## config.mk

```make
export PLATFORM = sky130hd
export DESIGN_NAME = turtle_vector_generator_unit
export DESIGN_NICKNAME = d
export VERILOG_FILES = /design/src/rtl/core/tvg_pkg.sv /design/src/rtl/core/turtle_vector_generator_unit.sv
export SDC_FILE = /design/constraint.sdc
export NUM_CORES = 2
export LEC_CHECK = 0
export BUFFER_PORTS_ARGS = -buffer_cell sky130_fd_sc_hd__buf_4
export CAP_MARGIN = 20
export CORE_ASPECT_RATIO = 1.4
export CORE_MARGIN = 4
export CORE_UTILIZATION = 70
export CTS_BUF_LIST = sky130_fd_sc_hd__clkbuf_2
export DETAILED_ROUTE_END_ITERATION = 6
export HOLD_SLACK_MARGIN = 0.02
export PLACE_DENSITY = 0.9
export SYNTH_ARGS = -nofsm -noshare
export SYNTH_HDL_FRONTEND = slang
export SYNTH_SLANG_ARGS = --single-unit
export TNS_END_PERCENT = 100
```

## constraint.sdc

```tcl
create_clock -name clock -period 39.1 [get_ports clock]
set_clock_uncertainty 0.05 [all_clocks]
set_input_delay 7.82 -clock clock [delete_from_list [all_inputs] [get_ports clock]]
set_output_delay 7.82 -clock clock [all_outputs]
set_load 0.01 [all_outputs]
```

## src/rtl/core/tvg_pkg.sv

```systemverilog
// Package for the turtle vector generator: word types, opcodes and sine table.
package tvg_pkg;

   localparam int SINE_BITS_DEFAULT = 16;
   localparam int ROM_DEPTH = 91;
   localparam logic [63:0] PI_Q30 = 64'd3373259422;
   localparam logic [63:0] Q23_ONE = 64'd8388608;

   localparam logic [2:0] OP_PEN_UP    = 3'd0;
   localparam logic [2:0] OP_PEN_DOWN  = 3'd1;
   localparam logic [2:0] OP_FORWARD   = 3'd2;
   localparam logic [2:0] OP_TURN_LEFT = 3'd3;
   localparam logic [2:0] OP_TURN_RIGHT = 3'd4;
   localparam logic [2:0] OP_SET_POS   = 3'd5;

   typedef struct packed {
      logic [2:0]         opcode;
      logic signed [23:0] distance;
      logic [8:0]         turn_degrees;
      logic signed [31:0] new_x;
      logic signed [31:0] new_y;
   } req_type;

   typedef struct packed {
      logic signed [31:0] start_x;
      logic signed [31:0] start_y;
      logic signed [31:0] end_x;
      logic signed [31:0] end_y;
   } rsp_type;

   typedef logic [23:0] sine_rom_type [0:ROM_DEPTH-1];

   // sin(deg) magnitude, Taylor series in Q2.30, rounded to sine_bits-1 fraction bits
   function automatic logic [23:0] sine_entry(input logic [6:0] deg, input int sine_bits);
      logic [63:0] x;
      logic [63:0] x2;
      logic [63:0] t;
      logic [63:0] q;
      longint      sum;
      x   = (64'(deg) * PI_Q30) / 64'd180;
      x2  = (x * x) >> 30;
      t   = x;
      sum = longint'(x);
      t = (t * x2) >> 30; t = t / 64'd6;   sum = sum - longint'(t);
      t = (t * x2) >> 30; t = t / 64'd20;  sum = sum + longint'(t);
      t = (t * x2) >> 30; t = t / 64'd42;  sum = sum - longint'(t);
      t = (t * x2) >> 30; t = t / 64'd72;  sum = sum + longint'(t);
      t = (t * x2) >> 30; t = t / 64'd110; sum = sum - longint'(t);
      t = (t * x2) >> 30; t = t / 64'd156; sum = sum + longint'(t);
      t = (t * x2) >> 30; t = t / 64'd210; sum = sum - longint'(t);
      t = (t * x2) >> 30; t = t / 64'd272; sum = sum + longint'(t);
      t = (t * x2) >> 30; t = t / 64'd342; sum = sum - longint'(t);
      if (sum < 0) begin
         sum = 0;
      end
      q = (64'(sum) + 64'd64) >> 7;
      if (q > Q23_ONE) begin
         q = Q23_ONE;
      end
      if (sine_bits < 24) begin
         q = (q + (64'd1 << (23 - sine_bits))) >> (24 - sine_bits);
      end
      return q[23:0];
   endfunction

   function automatic sine_rom_type build_sine_rom(input int sine_bits);
      sine_rom_type rom;
      for (int d = 0; d < ROM_DEPTH; d++) begin
         rom[d] = sine_entry(7'(d), sine_bits);
      end
      return rom;
   endfunction

endpackage

```

## src/rtl/core/turtle_vector_generator_unit.sv

```systemverilog
// Turtle vector generator: command decode, heading/pen/position state, segment output.
// A forward command with the pen down shows its segment in the cycle after acceptance.
// Throughput: one command per cycle while req_ready is high; trig lookup, two multiplies and adds in one pass.
// req_ready drops only while a segment waits on a stalled rsp channel.
// Reset: position 0,0, heading 0 degrees, pen raised, no segment pending.
module turtle_vector_generator_unit
   import tvg_pkg::*;
#(
   parameter int SINE_BITS = SINE_BITS_DEFAULT
) (
   input  logic    clock,
   input  logic    reset,
   input  logic    req_valid,
   output logic    req_ready,
   input  req_type req_word,
   output logic    rsp_valid,
   input  logic    rsp_ready,
   output rsp_type rsp_word
);

   localparam int PROD_W = 24 + SINE_BITS;
   localparam sine_rom_type SINE_ROM = build_sine_rom(SINE_BITS);

   logic [31:0] pos_x_ff, pos_x_in;
   logic [31:0] pos_y_ff, pos_y_in;
   logic [8:0]  heading_ff, heading_in;
   logic        pen_raised_ff, pen_raised_in;
   logic        rsp_valid_ff, rsp_valid_in;
   rsp_type     rsp_word_ff, rsp_word_in;

   logic        accept;
   logic        emit;
   logic [8:0]  turn;
   logic [9:0]  turn_sum;
   logic [9:0]  turn_diff;
   logic [8:0]  cos_idx, sin_idx;
   logic        cos_neg, sin_neg;
   logic [31:0] step_x, step_y;

   function automatic logic [31:0] step_comp(input logic [23:0] step_len,
                                             input logic [23:0] rom_val,
                                             input logic tneg);
      logic              dneg;
      logic [23:0]       mag;
      logic [PROD_W-1:0] prod;
      logic [31:0]       r;
      dneg = step_len[23];
      mag  = dneg ? (24'd0 - step_len) : step_len;
      prod = PROD_W'(mag) * PROD_W'(rom_val[SINE_BITS-1:0]);
      prod = prod + (PROD_W'(1) << (SINE_BITS - 2));
      r    = 32'(prod >> (SINE_BITS - 1));
      if (dneg != tneg) begin
         r = 32'd0 - r;
      end
      return r;
   endfunction

   assign req_ready = !rsp_valid_ff || rsp_ready;
   assign accept    = req_valid && req_ready;
   assign rsp_valid = rsp_valid_ff;
   assign rsp_word  = rsp_word_ff;

   // quadrant folding onto the quarter-wave table
   always_comb begin
      if (heading_ff <= 9'd90) begin
         cos_idx = 9'd90 - heading_ff;  cos_neg = 1'b0;
         sin_idx = heading_ff;          sin_neg = 1'b0;
      end else if (heading_ff <= 9'd180) begin
         cos_idx = heading_ff - 9'd90;  cos_neg = 1'b1;
         sin_idx = 9'd180 - heading_ff; sin_neg = 1'b0;
      end else if (heading_ff <= 9'd270) begin
         cos_idx = 9'd270 - heading_ff; cos_neg = 1'b1;
         sin_idx = heading_ff - 9'd180; sin_neg = 1'b1;
      end else begin
         cos_idx = heading_ff - 9'd270; cos_neg = 1'b0;
         sin_idx = 9'd360 - heading_ff; sin_neg = 1'b1;
      end
      if (cos_idx > 9'd90) begin
         cos_idx = 9'd90;
      end
      if (sin_idx > 9'd90) begin
         sin_idx = 9'd90;
      end
   end

   assign step_x = step_comp(req_word.distance, SINE_ROM[cos_idx[6:0]], cos_neg);
   assign step_y = step_comp(req_word.distance, SINE_ROM[sin_idx[6:0]], sin_neg);

   assign turn      = (req_word.turn_degrees >= 9'd360) ?
                      (req_word.turn_degrees - 9'd360) : req_word.turn_degrees;
   assign turn_sum  = {1'b0, heading_ff} + {1'b0, turn};
   assign turn_diff = {1'b0, heading_ff} - {1'b0, turn};

   always_comb begin
      pos_x_in      = pos_x_ff;
      pos_y_in      = pos_y_ff;
      heading_in    = heading_ff;
      pen_raised_in = pen_raised_ff;
      emit          = 1'b0;
      if (accept) begin
         case (req_word.opcode)
            OP_PEN_UP: begin
               pen_raised_in = 1'b1;
            end
            OP_PEN_DOWN: begin
               pen_raised_in = 1'b0;
            end
            OP_FORWARD: begin
               pos_x_in = pos_x_ff + step_x;
               pos_y_in = pos_y_ff + step_y;
               emit     = !pen_raised_ff;
            end
            OP_TURN_LEFT: begin
               heading_in = turn_diff[9] ? 9'(turn_diff + 10'd360) : turn_diff[8:0];
            end
            OP_TURN_RIGHT: begin
               heading_in = (turn_sum >= 10'd360) ? 9'(turn_sum - 10'd360) : turn_sum[8:0];
            end
            OP_SET_POS: begin
               pos_x_in = req_word.new_x;
               pos_y_in = req_word.new_y;
            end
            default: begin
            end
         endcase
      end
   end

   always_comb begin
      rsp_word_in  = rsp_word_ff;
      rsp_valid_in = rsp_valid_ff && !rsp_ready;
      if (emit) begin
         rsp_valid_in        = 1'b1;
         rsp_word_in.start_x = pos_x_ff;
         rsp_word_in.start_y = pos_y_ff;
         rsp_word_in.end_x   = pos_x_in;
         rsp_word_in.end_y   = pos_y_in;
      end
   end

   always_ff @(posedge clock) begin
      if (reset) begin
         pos_x_ff      <= '0;
         pos_y_ff      <= '0;
         heading_ff    <= '0;
         pen_raised_ff <= 1'b1;
         rsp_valid_ff  <= 1'b0;
      end else begin
         pos_x_ff      <= pos_x_in;
         pos_y_ff      <= pos_y_in;
         heading_ff    <= heading_in;
         pen_raised_ff <= pen_raised_in;
         rsp_valid_ff  <= rsp_valid_in;
      end
   end

   always_ff @(posedge clock) begin
      rsp_word_ff <= rsp_word_in;
   end

endmodule

```

# == Yosys cells after proc, flatten, opt, wreduce, memory -nomap -nowiden ==
# Memory sizes are Yosys's and may differ from the RTL's.
# Index checks and enable logic that the tools add are counted.
# word_totals
regBits,203
rom_bits,6144
input_bits,104
n_memories,2
# memory_table
name,depth,word_bits,read_ports,rd_clocked_by_memory_dff,write_ports,line_no,text
(no name shown),128,24,1,0,0,turtle_vector_generator_unit.sv:87,"assign step_y = step_comp(req_word.distance, SINE_ROM[sin_idx[6:0]], sin_neg);"
(no name shown),128,24,1,0,0,turtle_vector_generator_unit.sv:86,"assign step_x = step_comp(req_word.distance, SINE_ROM[cos_idx[6:0]], cos_neg);"
# classes
n_addsub,19
mul,2
n_lt_le_gt_ge,9
eq_ne,7
mux,32
bitwise,2
reduce_logical,11
# ops
op,count
$mux 32,4
$pmux 32 s2,2
$mux 9,9
$add 40x15->40 const B,2
$mul 24x16->40,2
$add 32x32->32,2
$mux 16,4
$sub 1x25->26 const A,2
$sub 9x9->9 const B,3
$mux 24,1
$sub 1x24->24 const A,1
$gt 9x7->1 const B,2
$pmux 9 s2,1
$sub 9x9->9 const A,2
$ge 8x8->1 const B,2
$not 7->8,2
$mux 7,2
$add 9x9->10,1
$ge 10x9->1 const B,1
$sub 9x9->10,1
$add 9x9->9 const B,1
$ge 9x9->1 const B,1
$le 9x7->1 const B,1
$le 9x8->1 const B,1
17 further kinds,32

# == Logic depth before layout (Yosys ltp) ==
# depth
ltp_word,17
ltp_mapped,75
depth_no_buf,70

# == Worst setup path after synthesis ==
# OpenSTA, ideal clock, no wires.
# synth_timing
kind,input port to flip-flop
from,input req_word[73] (netlist name)
to,register rsp_word_ff (netlist bit rsp_word[31]) (data pin)
setup_time_ns,0.261
arrival_ns,19.234
t_required_ns,38.789
setup_slack_ns,19.555
stages,48
cell_sequence,inv_1 clkbuf_1 ha_1 nand2b_1 or3_1 or4_1 or3_1 o21ai_0 xor2_1 clkbuf_1 nor2_1 fa_1 inv_1 fa_1 fa_1 inv_1 fa_1 fa_1 (+12 left out) or3b_1 or2_2 nor3_1 nor2_1 xnor2_1 ha_1 and2_1 o21ai_0 inv_1 a31oi_1 a21o_1 o21bai_1 o41ai_1 o21ai_0 xor2_1 and2_1 o21ai_0 nand2_1
# synth_via
elab_chain_len,9
# synth_lines
item,line_no,text
start: declaration,turtle_vector_generator_unit.sv:15,"input req_type req_word,"
$sub 1x24->24,turtle_vector_generator_unit.sv:48,mag = dneg ? (24'd0 - step_len) : step_len;
$mux 24 *,turtle_vector_generator_unit.sv:48,
$mul 24x16->40 *,turtle_vector_generator_unit.sv:49,prod = PROD_W'(mag) * PROD_W'(rom_val[SINE_BITS-1:0]);
$add 40x15->40 *,turtle_vector_generator_unit.sv:50,prod = prod + (PROD_W'(1) << (SINE_BITS - 2));
$sub 1x25->26,turtle_vector_generator_unit.sv:53,r = 32'd0 - r;
$mux 32 *,turtle_vector_generator_unit.sv:52,if (dneg != tneg) begin
$add 32x32->32 *,turtle_vector_generator_unit.sv:110,pos_y_in = pos_y_ff + step_y;
$pmux 32 s2 *,turtle_vector_generator_unit.sv:101,case (req_word.opcode)
$mux 32 *,turtle_vector_generator_unit.sv:100,if (accept) begin
via pos_y_in[31],turtle_vector_generator_unit.sv:25,"logic [31:0] pos_y_ff, pos_y_in;"
end signal: assignment,turtle_vector_generator_unit.sv:158,rsp_word_ff <= rsp_word_in;
end: declaration,turtle_vector_generator_unit.sv:29,"rsp_type rsp_word_ff, rsp_word_in;"
# The timed path passes the listed nets; every way through them passes the cells marked *.
# A chain may end at the register's enable or synchronous reset.

# == Final worst setup path ==
# layout_timing
from,input req_word[78] (netlist name)
to,register rsp_word_ff (netlist bit rsp_word[62]) (data pin)
# layout_via
elab_chain_len,9
# layout_lines
item,line_no,text
$sub 1x24->24,turtle_vector_generator_unit.sv:48,
$mux 24 *,turtle_vector_generator_unit.sv:48,
$mul 24x16->40 *,turtle_vector_generator_unit.sv:49,
$add 40x15->40 *,turtle_vector_generator_unit.sv:50,
$sub 1x25->26,turtle_vector_generator_unit.sv:53,
$mux 32 *,turtle_vector_generator_unit.sv:52,
$add 32x32->32 *,turtle_vector_generator_unit.sv:109,pos_x_in = pos_x_ff + step_x;
$pmux 32 s2 *,turtle_vector_generator_unit.sv:101,
$mux 32 *,turtle_vector_generator_unit.sv:100,
via pos_x_in[30],turtle_vector_generator_unit.sv:24,"logic [31:0] pos_x_ff, pos_x_in;"
# Marked as above.

==> metrics.txt <==
# TYPE chip_impl_metric gauge
chip_impl_metric{name="hold_viol",unit=""} 0
chip_impl_info{name="netlist_top_cells_area",value="sky130_fd_sc_hd__fa_1 (29%), sky130_fd_sc_hd__ha_1 (11%), sky130_fd_sc_hd__edfxtp_1 (9.1%)"} 1
chip_impl_metric{name="grt_first_pass_wirelength",unit="um"} 219000
chip_impl_info{name="cell_type_with_the_largest_total_area_after_synthesis",value="sky130_fd_sc_hd__fa_1"} 1
chip_impl_metric{name="yosys_cell_types",unit=""} 106
chip_impl_metric{name="htree_num_levels",unit=""} 2
chip_impl_metric{name="m1WireLength",unit="um"} 43400
chip_impl_info{name="cp_launch_type",value="primary input"} 1
chip_impl_metric{name="yosys_warnings",unit=""} 0
chip_impl_metric{name="crit_fanout",unit=""} 10
chip_impl_metric{name="critical_path_arrival",unit="ns"} 21.12
chip_impl_metric{name="detail_placement_hpwl",unit="um"} 105000
chip_impl_metric{name="drt_first_iter_violations",unit=""} 4724
chip_impl_info{name="worst-setup-path-type",value="primary input to flip-flop"} 1
chip_impl_metric{name="via_count",unit=""} 39265
chip_impl_metric{name="synthesis_to_finish_area_growth",unit="%"} 7.57
chip_impl_metric{name="syn_area_per_cell",unit="um2"} 8.34
chip_impl_metric{name="setup.reg_to_reg.worst_slack",unit="ns"} 20.42
chip_impl_metric{name="initial_antenna_violation_count",unit=""} 12
chip_impl_metric{name="synthArstFlopShare",unit="%"} 0
chip_impl_info{name="worst_hold_path_type",value="flip-flop to flip-flop"} 1
chip_impl_metric{name="slew-limit-headroom",unit="%"} 17.7
chip_impl_metric{name="finalWirelength",unit="um"} 138000
chip_impl_metric{name="worst_ep_required_time",unit="ns"} 39.77
chip_impl_metric{name="drive_gt1_share",unit="%"} 9.92
chip_impl_metric{name="holdBufCountCts",unit=""} 0
chip_impl_info{name="highest_layer",value="met5"} 1
chip_impl_metric{name="synth_enable_flop_cells",unit=""} 128
chip_impl_metric{name="drv_slew",unit=""} 0
chip_impl_info{name="violated_checks",value="design-rule violations"} 1
chip_impl_metric{name="numnets_final",unit=""} 6280
chip_impl_metric{name="clk-insertion-delay-late",unit="ns"} 1.02
chip_impl_metric{name="numClockSinks",unit=""} 203
chip_impl_metric{name="cap_viol_max_count",unit=""} 0
chip_impl_info{name="tritoncts_clock_tree",value="done"} 1
chip_impl_metric{name="effective_utilization_at_floorplan",unit="%"} 70.5
chip_impl_metric{name="finalSetupTns",unit="ns"} 0
chip_impl_metric{name="groute.usage.overall",unit="%"} 43.2
chip_impl_metric{name="drt-vias-per-instance",unit=""} 6.56
chip_impl_metric{name="grt_max_degree",unit=""} 77
chip_impl_metric{name="route.detailed.wl_per_inst",unit="um"} 23.0
chip_impl_metric{name="die_x",unit="um"} 215
chip_impl_info{name="run_status",value="complete, but fails checks"} 1
chip_impl_metric{name="synthesis.instances",unit=""} 5042
chip_impl_metric{name="post_cts_resize_count",unit=""} 0
chip_impl_metric{name="drt_drc_violations_left",unit=""} 19
chip_impl_info{name="crit_path_frequent_cell",value="sky130_fd_sc_hd__o21ai_0"} 1
chip_impl_metric{name="place_congestion",unit=""} 1.07
chip_impl_info{name="crit_path_start",value="req_word[78]"} 1
chip_impl_metric{name="route.met3.wl",unit="um"} 15600
chip_impl_metric{name="clock_buffer_count_from_cts",unit=""} 47
chip_impl_metric{name="drt_first_pass_iters",unit=""} 7
chip_impl_metric{name="seq_area_frac_synth",unit="%"} 12.7
chip_impl_metric{name="via_count_of_the_first_global_routing_pass",unit=""} 41508
chip_impl_metric{name="post-cts-setup-buffer-count",unit=""} 0
chip_impl_metric{name="worst_slew_pin_slew",unit="ns"} 1.24
chip_impl_metric{name="setup-violations-final",unit=""} 0
chip_impl_info{name="cts-root-buf",value="sky130_fd_sc_hd__clkbuf_2"} 1
chip_impl_metric{name="grt-ovfl-total",unit=""} 0
chip_impl_metric{name="mappedNetlistArea",unit="um2"} 42100
chip_impl_metric{name="maxClockFrequency",unit="GHz"} 0.0489
chip_impl_info{name="rsz0062_at_grt",value="no"} 1
chip_impl_metric{name="synth_top_cell_area_share",unit="%"} 29.3
chip_impl_info{name="worstReg2RegStart",value="heading_ff[1]"} 1
chip_impl_metric{name="die_area",unit="um2"} 64100
chip_impl_metric{name="synth_fp_nets",unit=""} 6139
chip_impl_metric{name="min_period",unit="ns"} 20.45
chip_impl_metric{name="route.met2.wl",unit="um"} 65300
chip_impl_metric{name="fp.coreArea",unit="um2"} 59700
chip_impl_metric{name="top_level_ports",unit=""} 234
chip_impl_metric{name="chipHeight",unit="um"} 298
chip_impl_metric{name="io_buffers",unit=""} 233
chip_impl_info{name="crit_path_end_kind",value="flip-flop"} 1
chip_impl_info{name="crit_path_slowest_cell",value="sky130_fd_sc_hd__xor2_1"} 1
chip_impl_metric{name="yosys_register_bits",unit=""} 203
chip_impl_metric{name="final_cycle_share",unit="%"} 52.3
chip_impl_metric{name="drtAntennaViolNets",unit=""} 0
chip_impl_metric{name="clock_path_buffers",unit=""} 3
chip_impl_info{name="dominantRegCellSynth",value="sky130_fd_sc_hd__edfxtp_1"} 1
chip_impl_metric{name="clk_pin_slew",unit="ns"} 0.11
chip_impl_metric{name="timing.critical_path.slowest_cell_delay",unit="ns"} 0.84
chip_impl_info{name="hold_path_startpoint",value="pos_x_ff[31]"} 1
chip_impl_metric{name="std_cell_rows",unit=""} 106
==> through the flow <==
step	setup WS, ns	cells	area [um2]	hold slack [ns]	util (%)
finish	18.65	5987	45300	0.432	75.8
global route	17.82	5979	45200	0.398	75.8
CTS	18.97	5973	45200	0.408	75.7
detailed placement	18.03	5886	44700	0.404	74.9
global placement	18.31	5886	44700	0.398	74.9
floorplan	19.55	5042	42100	0.374	-
==> cells by family after synthesis <==
| group | synth area share [%] |
|---|---|
| simple gates | 17.3 |
| buf+inv | 9.44 |
| fa+ha+maj | 40.5 |
| compound gates | 15.0 |
| xor+xnor | 4.54 |
| flops | 12.7 |
| mux | 0.550 |
==> synthesized netlist by cell type, types with 21 or more instances <==
cell                       number
sky130_fd_sc_hd__nor3_1        70
sky130_fd_sc_hd__or3_1         28
sky130_fd_sc_hd__xor2_1        81
sky130_fd_sc_hd__nor2_1       592
sky130_fd_sc_hd__o21a_1        24
sky130_fd_sc_hd__edfxtp_1     128
sky130_fd_sc_hd__a31oi_1       35
sky130_fd_sc_hd__o31ai_1       30
sky130_fd_sc_hd__nand3_1       61
sky130_fd_sc_hd__a21o_1        54
sky130_fd_sc_hd__xnor2_1      137
sky130_fd_sc_hd__nand4_1       23
sky130_fd_sc_hd__inv_1        792
sky130_fd_sc_hd__nand2_1      547
sky130_fd_sc_hd__or2_2         21
sky130_fd_sc_hd__and2_1        55
sky130_fd_sc_hd__fa_1         616
sky130_fd_sc_hd__o21ai_0      216
sky130_fd_sc_hd__a22oi_1       57
sky130_fd_sc_hd__a21oi_1      203
sky130_fd_sc_hd__ha_1         377
sky130_fd_sc_hd__nand2b_1      58
sky130_fd_sc_hd__dfxtp_1       75
sky130_fd_sc_hd__o21bai_1      22
sky130_fd_sc_hd__clkbuf_1     221
sky130_fd_sc_hd__a211oi_1      35
sky130_fd_sc_hd__nor2b_1       81
sky130_fd_sc_hd__o211ai_1      29
==> state kept, by name (all words and copies together) (netlist names) <==
register,cells
rsp_valid,1
rsp_word,128
pos_x_ff,32
pen_raised_ff,1
heading_ff,9
pos_y_ff,32
==> metal layers <==
metal  global-route usage, %  vias up
met2                    70.8     2716
met1                    47.1    18803
li1                        -    16802
met5                       0        -
met4                    33.8        6
met3                    12.0      938
==> cell type report <==
type | instances | area [um2]
Tap cell | 756 | 946
Antenna cell | 10 | 25.0
Clock inverter | 10 | 100
Timing Repair Buffer | 344 | 2590
Fill cell | 4047 | 14400
Clock buffer | 77 | 385
Inverter | 794 | 2980
Sequential cell | 203 | 5350
Multi-Input combinational cell | 3793 | 32900
==> worst max-delay path, delay by kind of cell <==
kind / cells / cell delay (ns)
buffers and inverters: 7 / 0.80
and+or+nand+nor: 10 / 2.69
xor gates and xnor gates: 2 / 0.98
adders and majority gates: 9 / 3.86
AOI/OAI and AO/OA: 23 / 4.94
==> worst paths after layout <==
check,endpoint,cells after the start
setup / recovery,rsp_word[62],51
hold / removal,rsp_word[127],0
setup reg to reg,pos_y_ff[30],63
hold reg to reg,rsp_word[127],0
==> cells in the final DEF, fill, tap and decap left out, types with 28 or more instances in the layout <==
cell,n
sky130_fd_sc_hd__nor3_1,70
sky130_fd_sc_hd__buf_4,342
sky130_fd_sc_hd__nor2_1,590
sky130_fd_sc_hd__a21o_1,54
sky130_fd_sc_hd__a31oi_1,33
sky130_fd_sc_hd__nor2b_1,81
sky130_fd_sc_hd__o211ai_1,29
sky130_fd_sc_hd__nand2b_1,58
sky130_fd_sc_hd__and2_1,55
sky130_fd_sc_hd__clkbuf_2,77
sky130_fd_sc_hd__edfxtp_1,128
sky130_fd_sc_hd__a211oi_1,35
sky130_fd_sc_hd__inv_1,791
sky130_fd_sc_hd__fa_1,616
sky130_fd_sc_hd__xnor2_1,135
sky130_fd_sc_hd__ha_1,377
sky130_fd_sc_hd__nand3_1,61
sky130_fd_sc_hd__or3_1,28
sky130_fd_sc_hd__xor2_1,80
sky130_fd_sc_hd__nand2_1,547
sky130_fd_sc_hd__o21ai_0,216
sky130_fd_sc_hd__a21oi_1,200
sky130_fd_sc_hd__a22oi_1,57
sky130_fd_sc_hd__dfxtp_1,75
Power is left out: the tool's default activity adds up to more than one toggle a clock period on the data nets, which glitch-free logic cannot reach.
